--- src/hdl/assert_macros.svh ---
// assertion helpers for the rtl
`ifndef ASSERT_MACROS_SVH
`define ASSERT_MACROS_SVH

// expression must hold at every edge outside reset
`define ASSERT_ALWAYS(label, clk, rst_n, expr) \
    label: assert property (@(posedge clk) disable iff (!(rst_n)) (expr)) \
        else $error("assertion failed");

// same-cycle implication
`define ASSERT_IMPLY(label, clk, rst_n, ante, cons) \
    label: assert property (@(posedge clk) disable iff (!(rst_n)) (ante) |-> (cons)) \
        else $error("assertion failed");

// next-cycle implication
`define ASSERT_NEXT(label, clk, rst_n, ante, cons) \
    label: assert property (@(posedge clk) disable iff (!(rst_n)) (ante) |=> (cons)) \
        else $error("assertion failed");

`endif

--- src/hdl/uidh_pkg.sv ---
package uidh_pkg;

    localparam logic [3:0]  LastPos  = 4'd15;
    localparam logic [31:0] CrcPoly  = 32'hEDB88320;
    localparam logic [31:0] CrcInit  = 32'hFFFFFFFF;
    localparam logic [7:0]  PadChar  = 8'h2E;

    // where the current byte falls inside its group of three
    localparam logic [1:0] PhFirst = 2'd0;
    localparam logic [1:0] PhMid   = 2'd1;
    localparam logic [1:0] PhLast  = 2'd2;

    // characters produced by one byte, lowest index folded first
    typedef struct packed {
        logic [3:0]      en;
        logic [3:0][7:0] chars;
    } t_chars;

    // url-safe base64 alphabet
    function automatic logic [7:0] b64_char(input logic [5:0] v);
        logic [7:0] c;
        if (v < 6'd26) begin
            c = 8'h41 + {2'b00, v};
        end else if (v < 6'd52) begin
            c = 8'h61 + {2'b00, v} - 8'd26;
        end else if (v < 6'd62) begin
            c = 8'h30 + {2'b00, v} - 8'd52;
        end else if (v == 6'd62) begin
            c = 8'h2D;
        end else begin
            c = 8'h5F;
        end
        return c;
    endfunction

    // reflected crc-32 update by one byte
    function automatic logic [31:0] crc_fold(input logic [31:0] crc, input logic [7:0] ch);
        logic [31:0] c;
        c = crc ^ {24'd0, ch};
        for (int k = 0; k < 8; k++) begin
            c = c[0] ? ((c >> 1) ^ CrcPoly) : (c >> 1);
        end
        return c;
    endfunction

endpackage

--- src/hdl/uidh_enc.sv ---
module uidh_enc (
    input  logic [7:0]      i_byte,
    input  logic [7:0]      i_held,
    input  logic [1:0]      i_phase,
    input  logic            i_last,
    output uidh_pkg::t_chars o_chars
);
    import uidh_pkg::*;

    always_comb begin
        o_chars = '0;
        if (i_last) begin
            o_chars.en       = 4'b1111;
            o_chars.chars[0] = b64_char(i_byte[7:2]);
            o_chars.chars[1] = b64_char({i_byte[1:0], 4'b0000});
            o_chars.chars[2] = PadChar;
            o_chars.chars[3] = PadChar;
        end else begin
            case (i_phase)
                PhFirst: begin
                    o_chars.en       = 4'b0001;
                    o_chars.chars[0] = b64_char(i_byte[7:2]);
                end
                PhMid: begin
                    o_chars.en       = 4'b0001;
                    o_chars.chars[0] = b64_char({i_held[1:0], i_byte[7:4]});
                end
                PhLast: begin
                    o_chars.en       = 4'b0011;
                    o_chars.chars[0] = b64_char({i_held[3:0], i_byte[7:6]});
                    o_chars.chars[1] = b64_char(i_byte[5:0]);
                end
                default: begin
                    o_chars = '0;
                end
            endcase
        end
    end

endmodule

--- src/hdl/uidh_crc.sv ---
module uidh_crc (
    input  logic [31:0]      i_crc,
    input  uidh_pkg::t_chars i_chars,
    output logic [31:0]      o_crc
);
    import uidh_pkg::*;

    // up to four chained byte folds
    always_comb begin
        o_crc = i_crc;
        for (int i = 0; i < 4; i++) begin
            if (i_chars.en[i]) begin
                o_crc = crc_fold(o_crc, i_chars.chars[i]);
            end
        end
    end

endmodule

--- src/hdl/user_id_base64_crc32_hash.sv ---
// channel | direction | valid      | stall       | payload
// input   | in        | i_in_valid | o_in_stall  | i_id_byte (8 bits)
// output  | out       | o_out_valid| i_out_stall | o_sampling_hash (32 bits)
//
// one byte accepted per cycle unless the input stalls; each byte passes an input
// register, then encode plus crc folding (up to four chained byte updates) into
// the state and result registers; the 16th byte's hash goes into the result register.
// reset is synchronous, active low; it empties both registers and presets the crc.
// input stalls only while a byte waits and an unaccepted hash blocks the result register.
`include "assert_macros.svh"

module user_id_base64_crc32_hash (
    input  logic        i_clk,
    input  logic        i_rst_n,
    input  logic        i_in_valid,
    input  logic [7:0]  i_id_byte,
    output logic        o_in_stall,
    output logic        o_out_valid,
    output logic [31:0] o_sampling_hash,
    input  logic        i_out_stall
);
    import uidh_pkg::*;

    // input register
    logic        r_in_valid;
    logic [7:0]  r_in_byte;

    // running hash state
    logic [3:0]  r_pos;
    logic [1:0]  r_phase;
    logic [7:0]  r_held;
    logic [31:0] r_crc;

    // result register
    logic        r_out_valid;
    logic [31:0] r_out_hash;

    logic        w_out_block;
    logic        w_fire;
    logic        w_last;
    t_chars      w_chars;
    logic [31:0] n_crc;
    logic [1:0]  n_phase;

    // a held result that is not being taken blocks the compute stage
    assign w_out_block = r_out_valid & i_out_stall;
    assign w_fire      = r_in_valid & ~w_out_block;
    assign o_in_stall  = r_in_valid & w_out_block;
    assign w_last      = (r_pos == LastPos);

    // characters this byte completes
    uidh_enc u_enc (
        .i_byte  (r_in_byte),
        .i_held  (r_held),
        .i_phase (r_phase),
        .i_last  (w_last),
        .o_chars (w_chars)
    );

    // fold them into the running crc
    uidh_crc u_crc (
        .i_crc   (r_crc),
        .i_chars (w_chars),
        .o_crc   (n_crc)
    );

    // group-of-three phase advance
    always_comb begin
        case (r_phase)
            PhFirst: n_phase = PhMid;
            PhMid:   n_phase = PhLast;
            PhLast:  n_phase = PhFirst;
            default: n_phase = PhFirst;
        endcase
    end

    // input register, loads whenever not stalled
    always_ff @(posedge i_clk) begin
        if (!i_rst_n) begin
            r_in_valid <= 1'b0;
        end else if (!o_in_stall) begin
            r_in_valid <= i_in_valid;
        end
    end

    always_ff @(posedge i_clk) begin
        if (!o_in_stall && i_in_valid) begin
            r_in_byte <= i_id_byte;
        end
    end

    // state update; the 16th byte returns everything to the start state
    always_ff @(posedge i_clk) begin
        if (!i_rst_n) begin
            r_pos   <= 4'd0;
            r_phase <= PhFirst;
            r_held  <= 8'd0;
            r_crc   <= CrcInit;
        end else if (w_fire) begin
            if (w_last) begin
                r_pos   <= 4'd0;
                r_phase <= PhFirst;
                r_held  <= 8'd0;
                r_crc   <= CrcInit;
            end else begin
                r_pos   <= r_pos + 4'd1;
                r_phase <= n_phase;
                r_held  <= r_in_byte;
                r_crc   <= n_crc;
            end
        end
    end

    // result register with final complement
    always_ff @(posedge i_clk) begin
        if (!i_rst_n) begin
            r_out_valid <= 1'b0;
        end else if (w_fire && w_last) begin
            r_out_valid <= 1'b1;
        end else if (!i_out_stall) begin
            r_out_valid <= 1'b0;
        end
    end

    always_ff @(posedge i_clk) begin
        if (w_fire && w_last) begin
            r_out_hash <= ~n_crc;
        end
    end

    assign o_out_valid     = r_out_valid;
    assign o_sampling_hash = r_out_hash;

    // start of an identifier always sees a preset crc and a fresh group
    `ASSERT_IMPLY(a_start_state, i_clk, i_rst_n, r_pos == 4'd0, (r_crc == CrcInit) && (r_phase == PhFirst))
    // the last byte always produces a hash in the next cycle
    `ASSERT_NEXT(a_last_gives_hash, i_clk, i_rst_n, w_fire && w_last, o_out_valid)
    // a hash only ever appears from a last byte
    `ASSERT_IMPLY(a_hash_source, i_clk, i_rst_n, $rose(o_out_valid), $past(w_fire && w_last))
    // input is never held off while the result register is empty
    `ASSERT_ALWAYS(a_no_idle_stall, i_clk, i_rst_n, r_out_valid || !o_in_stall)

endmodule
--- config.mk ---
export PLATFORM = sky130hd
export DESIGN_NAME = user_id_base64_crc32_hash
export DESIGN_NICKNAME = d
export VERILOG_FILES = /design/src/hdl/uidh_pkg.sv /design/src/hdl/uidh_enc.sv /design/src/hdl/uidh_crc.sv /design/src/hdl/user_id_base64_crc32_hash.sv
export VERILOG_INCLUDE_DIRS = /design/src /design/src/hdl
export SDC_FILE = /design/constraint.sdc
export NUM_CORES = 1
export LEC_CHECK = 0
export BUFFER_PORTS_ARGS = -buffer_cell sky130_fd_sc_hd__buf_2
export CAP_MARGIN = 20
export CELL_PAD_IN_SITES_DETAIL_PLACEMENT = 0
export CELL_PAD_IN_SITES_GLOBAL_PLACEMENT = 2
export CORE_ASPECT_RATIO = 1.75
export CORE_MARGIN = 2
export CORE_UTILIZATION = 44
export CTS_BUF_LIST = sky130_fd_sc_hd__clkbuf_8
export DETAILED_ROUTE_END_ITERATION = 6
export HOLD_SLACK_MARGIN = 0.05
export PLACE_DENSITY = 0.95
export SYNTH_ARGS = -nofsm -noshare
export SYNTH_HDL_FRONTEND = slang
export SYNTH_SLANG_ARGS = --single-unit
--- constraint.sdc ---
create_clock -name i_clk -period 13.6 [get_ports i_clk]
set_clock_uncertainty 0.1 [all_clocks]
set_input_delay 1.36 -clock i_clk [delete_from_list [all_inputs] [get_ports i_clk]]
set_output_delay 1.36 -clock i_clk [all_outputs]
set_load 0.02 [all_outputs]
==> reports/metrics.cfg, run 1 <==
[clock_network]
cts_tree=done
ctsHoldBuffers=0
clk_latency_ps=430
clk_pin_slew_ps=110
cts-root-buf=clkbuf_8
ctsHtreeMaxLevel=3
numCtsBuffers=9
post_cts_resize_count=0
cts.sinks=84
clock_path_buffers=2
postCtsSetupRepairBufs=0

[setup_path]
reg2reg_to=o_sampling_hash[22]
rr_worst_depth=26
r2r_setup_slack_ps=4170
r2r-start=r_in_byte[7]
required_ps=13630
startpoint_type=flop
critPathArrivalTime_ps=9460
crit_type=reg2reg
crit_path_max_fanout=28
crit_path_end_kind=flop

[outcome]
status=complete, no violations

[global_routing]
grt_overflow=0
grtUsageTotal=0.305
grt_pass1_wl_mm=54.8
antenna_found_initial=0
grt_pass1_vias=8998
grt_start_max_net_pins=59

[synth]
synth-seq-cells=84
yosysWarnings=0
syn_area_per_cell_um2=8.63
synth_commonest_cells=174 x xnor2_1, 102 x nand2_1, 92 x nor2_1
yosys.area.top_type=xnor2_1
synth.top_cell.area_share=0.151
synthFlopType=dfxtp_1
synth_most_common_cell=xnor2_1
synth_edf_count=40
synth_area_leaders=xnor2_1 15%, edfxtp_1 12%, dfxtp_1 8.7%
synth_cell_types=101
synth_fp_nets=1213
synthArstFlopShare=0
synth_seq_area_share=0.206
syn_inst=1169
syn_area_um2=10100

[route]
drc=0
drt_pre_antenna_iters=7
vias_per_cell=6.12
ant_nets=0
wirelength_mm=36.9
drt_iter0_drc=720
vias=9014
avgRoutedWirePerCell_um=25.1

[floorplan]
design.die.area_um2=24200
dieHeight_um=204
coreArea_um2=22700
start_util=0.445
rows=73
fp.dieW_um=118
pin_count=46

[timing]
whs_ps=378
rsz0062_at_grt=false
fmax_mhz=106
setup_tns_ps=0
fin_crit_ps=9430
finalCritPeriodShare=0.693
slew_viol_final=0
slew_headroom=0.300
setup_viol=0
hold_violations=0
worst_pin_slew_ps=1050

[cells_and_area]
drive_gt1_frac=0.125
area_growth_pct=5.88
final_util=0.471
nNetsFinal=1211
n_antenna_cell=0

[hold_path]
hold_start=r_pos[1]
hold_path.class=reg2reg
hold-path-endpoint=r_pos[1]
timing.hold.worst_path_depth=2

[place]
dp_hpwl_mm=28.8
finalWeightedCongestion=0.954
io_buffers=45

[run]
maxCapViolations=0

[cell type report]
type / count / area [um2]
inverters: 28 / 105
flip-flops and latches: 84 / 2080
repair buffers: 61 / 345
multi-input cells: 983 / 7570
fillers: 2353 / 12000
well taps: 300 / 375
clock buffers: 9 / 124
clock inverters: 7 / 76.3
[placed cells by master (no fill, tap or decap), drive strengths merged, types with 22 or more instances in the layout]
cell / netlist / routed
nand3: 32 / 32
dfxtp: 44 / 44
xor2: 74 / 74
nor2: 95 / 95
inv: 28 / 32
mux2i: 32 / 32
ha: 32 / 32
nor3: 22 / 22
nand2: 102 / 102
o21ai: 57 / 57
a21oi: 74 / 74
xnor2: 189 / 189
edfxtp: 40 / 40
o211ai: 23 / 23
buf: 31 / 61
[kinds of logic (layout without fill, tap and decap cells)]
kind of cell | count (synthesis) | after routing | synth area share
AOI/OAI and AO/OA | 283 | 283 | 0.196
xor gates and xnor gates | 287 | 287 | 0.307
adders and majority gates | 32 | 32 | 0.0397
buffers and inverters | 102 | 105 | 0.0434
DFF | 84 | 84 | 0.206
muxes | 36 | 36 | 0.0400
and+or+nand+nor | 345 | 345 | 0.167
[layer usage]
metal / part of all wire / GRT usage / vias up
li1: - / - / 4126
met1: 0.33 / 0.284 / 4402
met2: 0.53 / 0.580 / 333
met3: 0.034 / 0.0363 / 153
met4: 0.098 / 0.260 / 0
met5: 0 / 0 / -
[worst max-delay path by stage]
| stage | cells after the start | startpoint | endpoint |
|---|---|---|---|
| floorplan | 32 | r_in_byte[5] | o_sampling_hash[4] |
| global placement | 26 | r_in_byte[7] | o_sampling_hash[22] |
| detailed placement | 26 | r_in_byte[7] | o_sampling_hash[22] |
| CTS | 26 | r_in_byte[7] | o_sampling_hash[22] |
| global route | 26 | r_in_byte[7] | o_sampling_hash[22] |
| finish | 26 | r_in_byte[7] | o_sampling_hash[22] |
[critical path: stages (launching register included)]
cell      delay [ps]
edfxtp_1        1020
ha_1             580
nor2b_1          580
nand3_1          350
a31o_1           320
or4b_1           460
and4b_1          270
xnor3_2          450
xor3_1           200
a21o_2           270
xor2_4           340
xor2_4           350
xnor3_1          260
mux2i_1          260
inv_1             80
ha_1             400
xnor2_1          570
or2_2            240
nor4_1            50
nor4_1           350
xnor2_1          190
o21ba_2          330
xnor2_4          190
xnor2_1          500
xnor2_1          190
nand2_1          100
o21ai_0          100
[sequential cells by signal, summed over array words and instances (netlist names)]
name and flops:
o_sampling_hash 32, r_phase 2, r_held 4, r_in_valid 1
o_out_valid 1, r_pos 4, r_in_byte 8, r_crc 32
[stage by stage]
step	cells	cell area, um2	setup slack, ps
floorplan	1169	10100	6000
global placement	1456	10500	4600
detailed placement	1456	10500	4420
CTS	1472	10700	4350
global route	1472	10700	3700
finish	1472	10700	4170
Power of run 1 is left out: the tool's default activity adds up to more than one toggle a clock period on the data nets, which glitch-free logic cannot reach.
==> run 2: changes to the inputs <==
Settings changed: CORE_UTILIZATION 44 to 37, PLACE_DENSITY 0.95 to 0.85.
Clock period 13.6 ns to 8.3 ns, I/O delays scaled along.
==> reports/metrics.cfg, run 2 (synthesized netlist as in run 1, its figures left out) <==
[outcome]
status=complete, no violations

[global_routing]
grt_overflow=0
grtUsageTotal=0.280
grt_pass1_wl_mm=58.4
grt_start_max_net_pins=53
antenna_found_initial=1
grt_pass1_vias=9130

[clock_network]
cts-root-buf=clkbuf_8
cts_tree=done
cts.sinks=84
numCtsBuffers=9
clock_path_buffers=2
ctsHtreeMaxLevel=3
clk_latency_ps=420
clk_pin_slew_ps=90
ctsHoldBuffers=0

[setup_path]
crit_type=reg2reg
cp_slowest_cell=edfxtp_1
r2r_setup_slack_ps=400
crit_start=r_in_byte[6]
rr_worst_depth=28
critPathMaxStageDelay_ps=510
reg2reg_to=o_sampling_hash[22]
path_common_cell=xnor2_1
startpoint_type=flop
required_ps=8340
crit_path_max_fanout=6
crit_path_end_kind=flop
critPathArrivalTime_ps=7940
r2r-start=r_in_byte[6]

[route]
vias_per_cell=5.83
wirelength_mm=39.1
vias=9010
wl_met2_mm=21.2
ant_nets=0
topRoutingLayerUsed=met4
wl_met3_mm=1.16
drc=0
avgRoutedWirePerCell_um=25.3
drt_iter0_drc=588
drt_pre_antenna_iters=5
met1_length_mm=13.0

[cells_and_area]
area_growth_pct=9.90
drive_gt1_frac=0.159
final_common_cell=xnor2_1
final_util=0.410
layout_common_cells=174 x xnor2_1, 102 x nand2_1, 92 x nor2_1
nNetsFinal=1256
fillers=2808
design_area_um2=11100

[floorplan]
coreArea_um2=27000
dieHeight_um=222
rows=80
design.die.area_um2=28600
start_util=0.373
pin_count=46
fp.dieW_um=129

[hold_path]
hold-path-endpoint=r_pos[1]
timing.hold.worst_path_depth=2
hold_start=r_pos[1]
hold_path.class=reg2reg

[place]
dp_hpwl_mm=31.5
placed_area_um2=10800
pre_cts_slack_ps=527
finalWeightedCongestion=0.984
io_buffers=45

[timing]
setup_viol=0
slew_headroom=0.375
worst_pin_slew_ps=934
rsz0062_at_grt=false
fmax_mhz=127
fin_crit_ps=7900
setup_tns_ps=0
fin_ws_ps=405
finalCritPeriodShare=0.951
hold_violations=0
slew_viol_final=0

[run]
maxCapViolations=0

-- run 2: cell types whose count changed in the layout (fill, tap and decap cells not counted), sizes merged --
cell / delta
diode: +1
inv: -2
bufinv: +2
buf: +45
-- run 2: worst max-delay path: cells and delay by family, from the launching register on --
family	cells	cell delay, ps
AND/OR/NAND/NOR	6	1380
adder cells (fa/ha/maj)	2	730
buffers and inverters	3	590
multiplexers	1	240
AO/OA/AOI/OAI	6	1190
XOR/XNOR	10	2860
flip-flops	1	510
-- run 2: worst max path at each step --
stage	endpoint	slack, ps
final	o_sampling_hash[22]	400
after global routing	o_sampling_hash[22]	10
after CTS	o_sampling_hash[26]	470
after detailed placement	o_sampling_hash[26]	530
after global placement	o_sampling_hash[22]	620
after floorplan	o_sampling_hash[4]	700
-- run 2: timing repair --
item                                    4_1_cts  5_1_grt
gates resized for setup                       0        2
setup buffers                                 0        0
endpoints found under the setup margin        0        3
-- run 2: cell type report --
type | instances | area (um2) | share of cell area
Multi-Input combinational cell | 983 | 7580 | 0.684
Timing Repair Buffer | 106 | 683 | 0.0616
Clock inverter | 7 | 98.8 | 0.00892
Tap cell | 328 | 410 | 0.0370
Sequential cell | 84 | 2080 | 0.188
Inverter | 28 | 105 | 0.00948
Antenna cell | 1 | 2.50 | 0.000226
Clock buffer | 9 | 124 | 0.0112
-- run 2: metrics by stage --
| step | hold slack, ps | std cells |
|---|---|---|
| finish | 378 | 1546 |
| global route | 419 | 1546 |
| floorplan | 349 | 1169 |
| detailed placement | 366 | 1529 |
| global placement | 358 | 1529 |
| CTS | 379 | 1545 |
-- run 2: routing by layer --
| metal | GRT usage | up-vias |
|---|---|---|
| met5 | 0 | - |
| met4 | 0.227 | 0 |
| met3 | 0.0356 | 139 |
| met2 | 0.517 | 302 |
| met1 | 0.268 | 4348 |
| li1 | - | 4221 |
Power of run 2 is left out for the same reason.
==> run 3: changes to the inputs <==
Settings changed: CORE_ASPECT_RATIO 1.75 to 1.25.
==> reports/metrics.cfg, run 3 (synthesized netlist as in run 1, its figures left out) <==
[clock_network]
clk_latency_ps=410
clock_path_buffers=2
cts_tree=done
cts.sinks=84
ctsHoldBuffers=0
clk_pin_slew_ps=110
cts-root-buf=clkbuf_8
numCtsBuffers=9
ctsHtreeMaxLevel=3

[floorplan]
rows=67
dieHeight_um=189
coreArea_um2=26800
pin_count=46
start_util=0.376
fp.dieW_um=152
design.die.area_um2=28600

[timing]
fin_crit_ps=7710
finalCritPeriodShare=0.929
hold_violations=0
worst_pin_slew_ps=986
slew_headroom=0.336
fmax_mhz=130
setup_viol=0
slew_viol_final=0

[hold_path]
hold-path-endpoint=r_pos[1]
hold_path.class=reg2reg
timing.hold.worst_path_depth=2
hold_start=r_pos[1]

[cells_and_area]
layout_common_cells=172 x xnor2_1, 102 x nand2_1, 92 x nor2_1
instances_no_fill=1560
nNetsFinal=1254
n_antenna_cell=0
area_growth_pct=9.99
final_common_cell=xnor2_1
fillers=2778
drive_gt1_frac=0.157

[route]
drt_iter0_drc=625
ant_nets=0
drc=0
vias=8813
wirelength_mm=36.0
drt_pre_antenna_iters=5
vias_per_cell=5.65
avgRoutedWirePerCell_um=23.1

[setup_path]
path_common_cell=xnor2_1
crit_start=r_in_byte[5]
crit_type=reg2reg
rr_worst_depth=28
r2r-start=r_in_byte[5]
critPathArrivalTime_ps=7780
crit_path_max_fanout=16
critPathMaxStageDelay_ps=470
startpoint_type=flop
required_ps=8360
cp_slowest_cell=edfxtp_1
r2r_setup_slack_ps=590
reg2reg_to=o_sampling_hash[4]
crit_path_end_kind=flop

[place]
io_buffers=45
dp.cells=1544
finalWeightedCongestion=0.998
dp_hpwl_mm=28.6

[run]
maxCapViolations=0

[global_routing]
grt_overflow=0
grt_pass1_vias=8940
grt_pass1_wl_mm=55.3
antenna_found_initial=0
grt_start_max_net_pins=49
grtUsageTotal=0.259

[outcome]
status=complete, no violations

## run 3: cell count changes in the layout (fill, tap and decap cells not counted), sizes merged
cell,before,now
diode,1,0
inv,30,31
bufinv,2,1
buf,106,104
## run 3: metal layers
metal / vias up / GRT usage / part of all wire
met5: - / 0 / 0
met4: 0 / 0.152 / 0.062
met3: 85 / 0.0278 / 0.032
met2: 247 / 0.466 / 0.52
met1: 4272 / 0.291 / 0.39
li1: 4209 / - / -
## run 3: how the worst max path moves through the flow
stage	depth (start not counted)	slack [ps]	end
after floorplan	32	700	o_sampling_hash[4]
after global placement	28	620	o_sampling_hash[22]
after detailed placement	28	450	o_sampling_hash[22]
after CTS	28	390	o_sampling_hash[22]
after global routing	28	-20	o_sampling_hash[19]
final	28	590	o_sampling_hash[4]
## run 3: repair_timing
action,4_1_cts,5_1_grt
setup endpoints to repair,0,11
buffers inserted,0,0
hold endpoints to repair,0,0
resized for setup,0,3
## run 3: worst max-delay path, delay by kind of cell (launching register included)
kind | cells | cell delay (ps)
DFF | 1 | 470
AOI/OAI and AO/OA | 4 | 1010
buffers and inverters | 3 | 460
adders and majority gates | 2 | 690
muxes | 1 | 200
xor gates and xnor gates | 11 | 2850
and+or+nand+nor | 7 | 1660
## run 3: layout make-up
type	count	area, um2	area share
clock inverter	7	85.1	0.00767
multi-input combinational	983	7590	0.685
timing repair buffer	104	668	0.0602
sequential	84	2080	0.188
tap	345	432	0.0389
inverter	28	105	0.00948
clock buffer	9	124	0.0112
## run 3: per-stage QoR
step / utilization / cell area (um2) / setup WS (ps) / hold WS (ps) / TNS [ps]
2_1_floorplan: - / 10100 / 703 / 349 / 0
3_5_place_dp: 0.405 / 10900 / 449 / 368 / 0
5_1_grt: 0.413 / 11100 / -21.0 / 414 / -21.0
6_report: 0.413 / 11100 / 587 / 381 / 0
4_1_cts: 0.412 / 11100 / 391 / 383 / 0
3_3_place_gp: 0.405 / 10900 / 621 / 358 / 0
Power of run 3 is left out for the same reason.
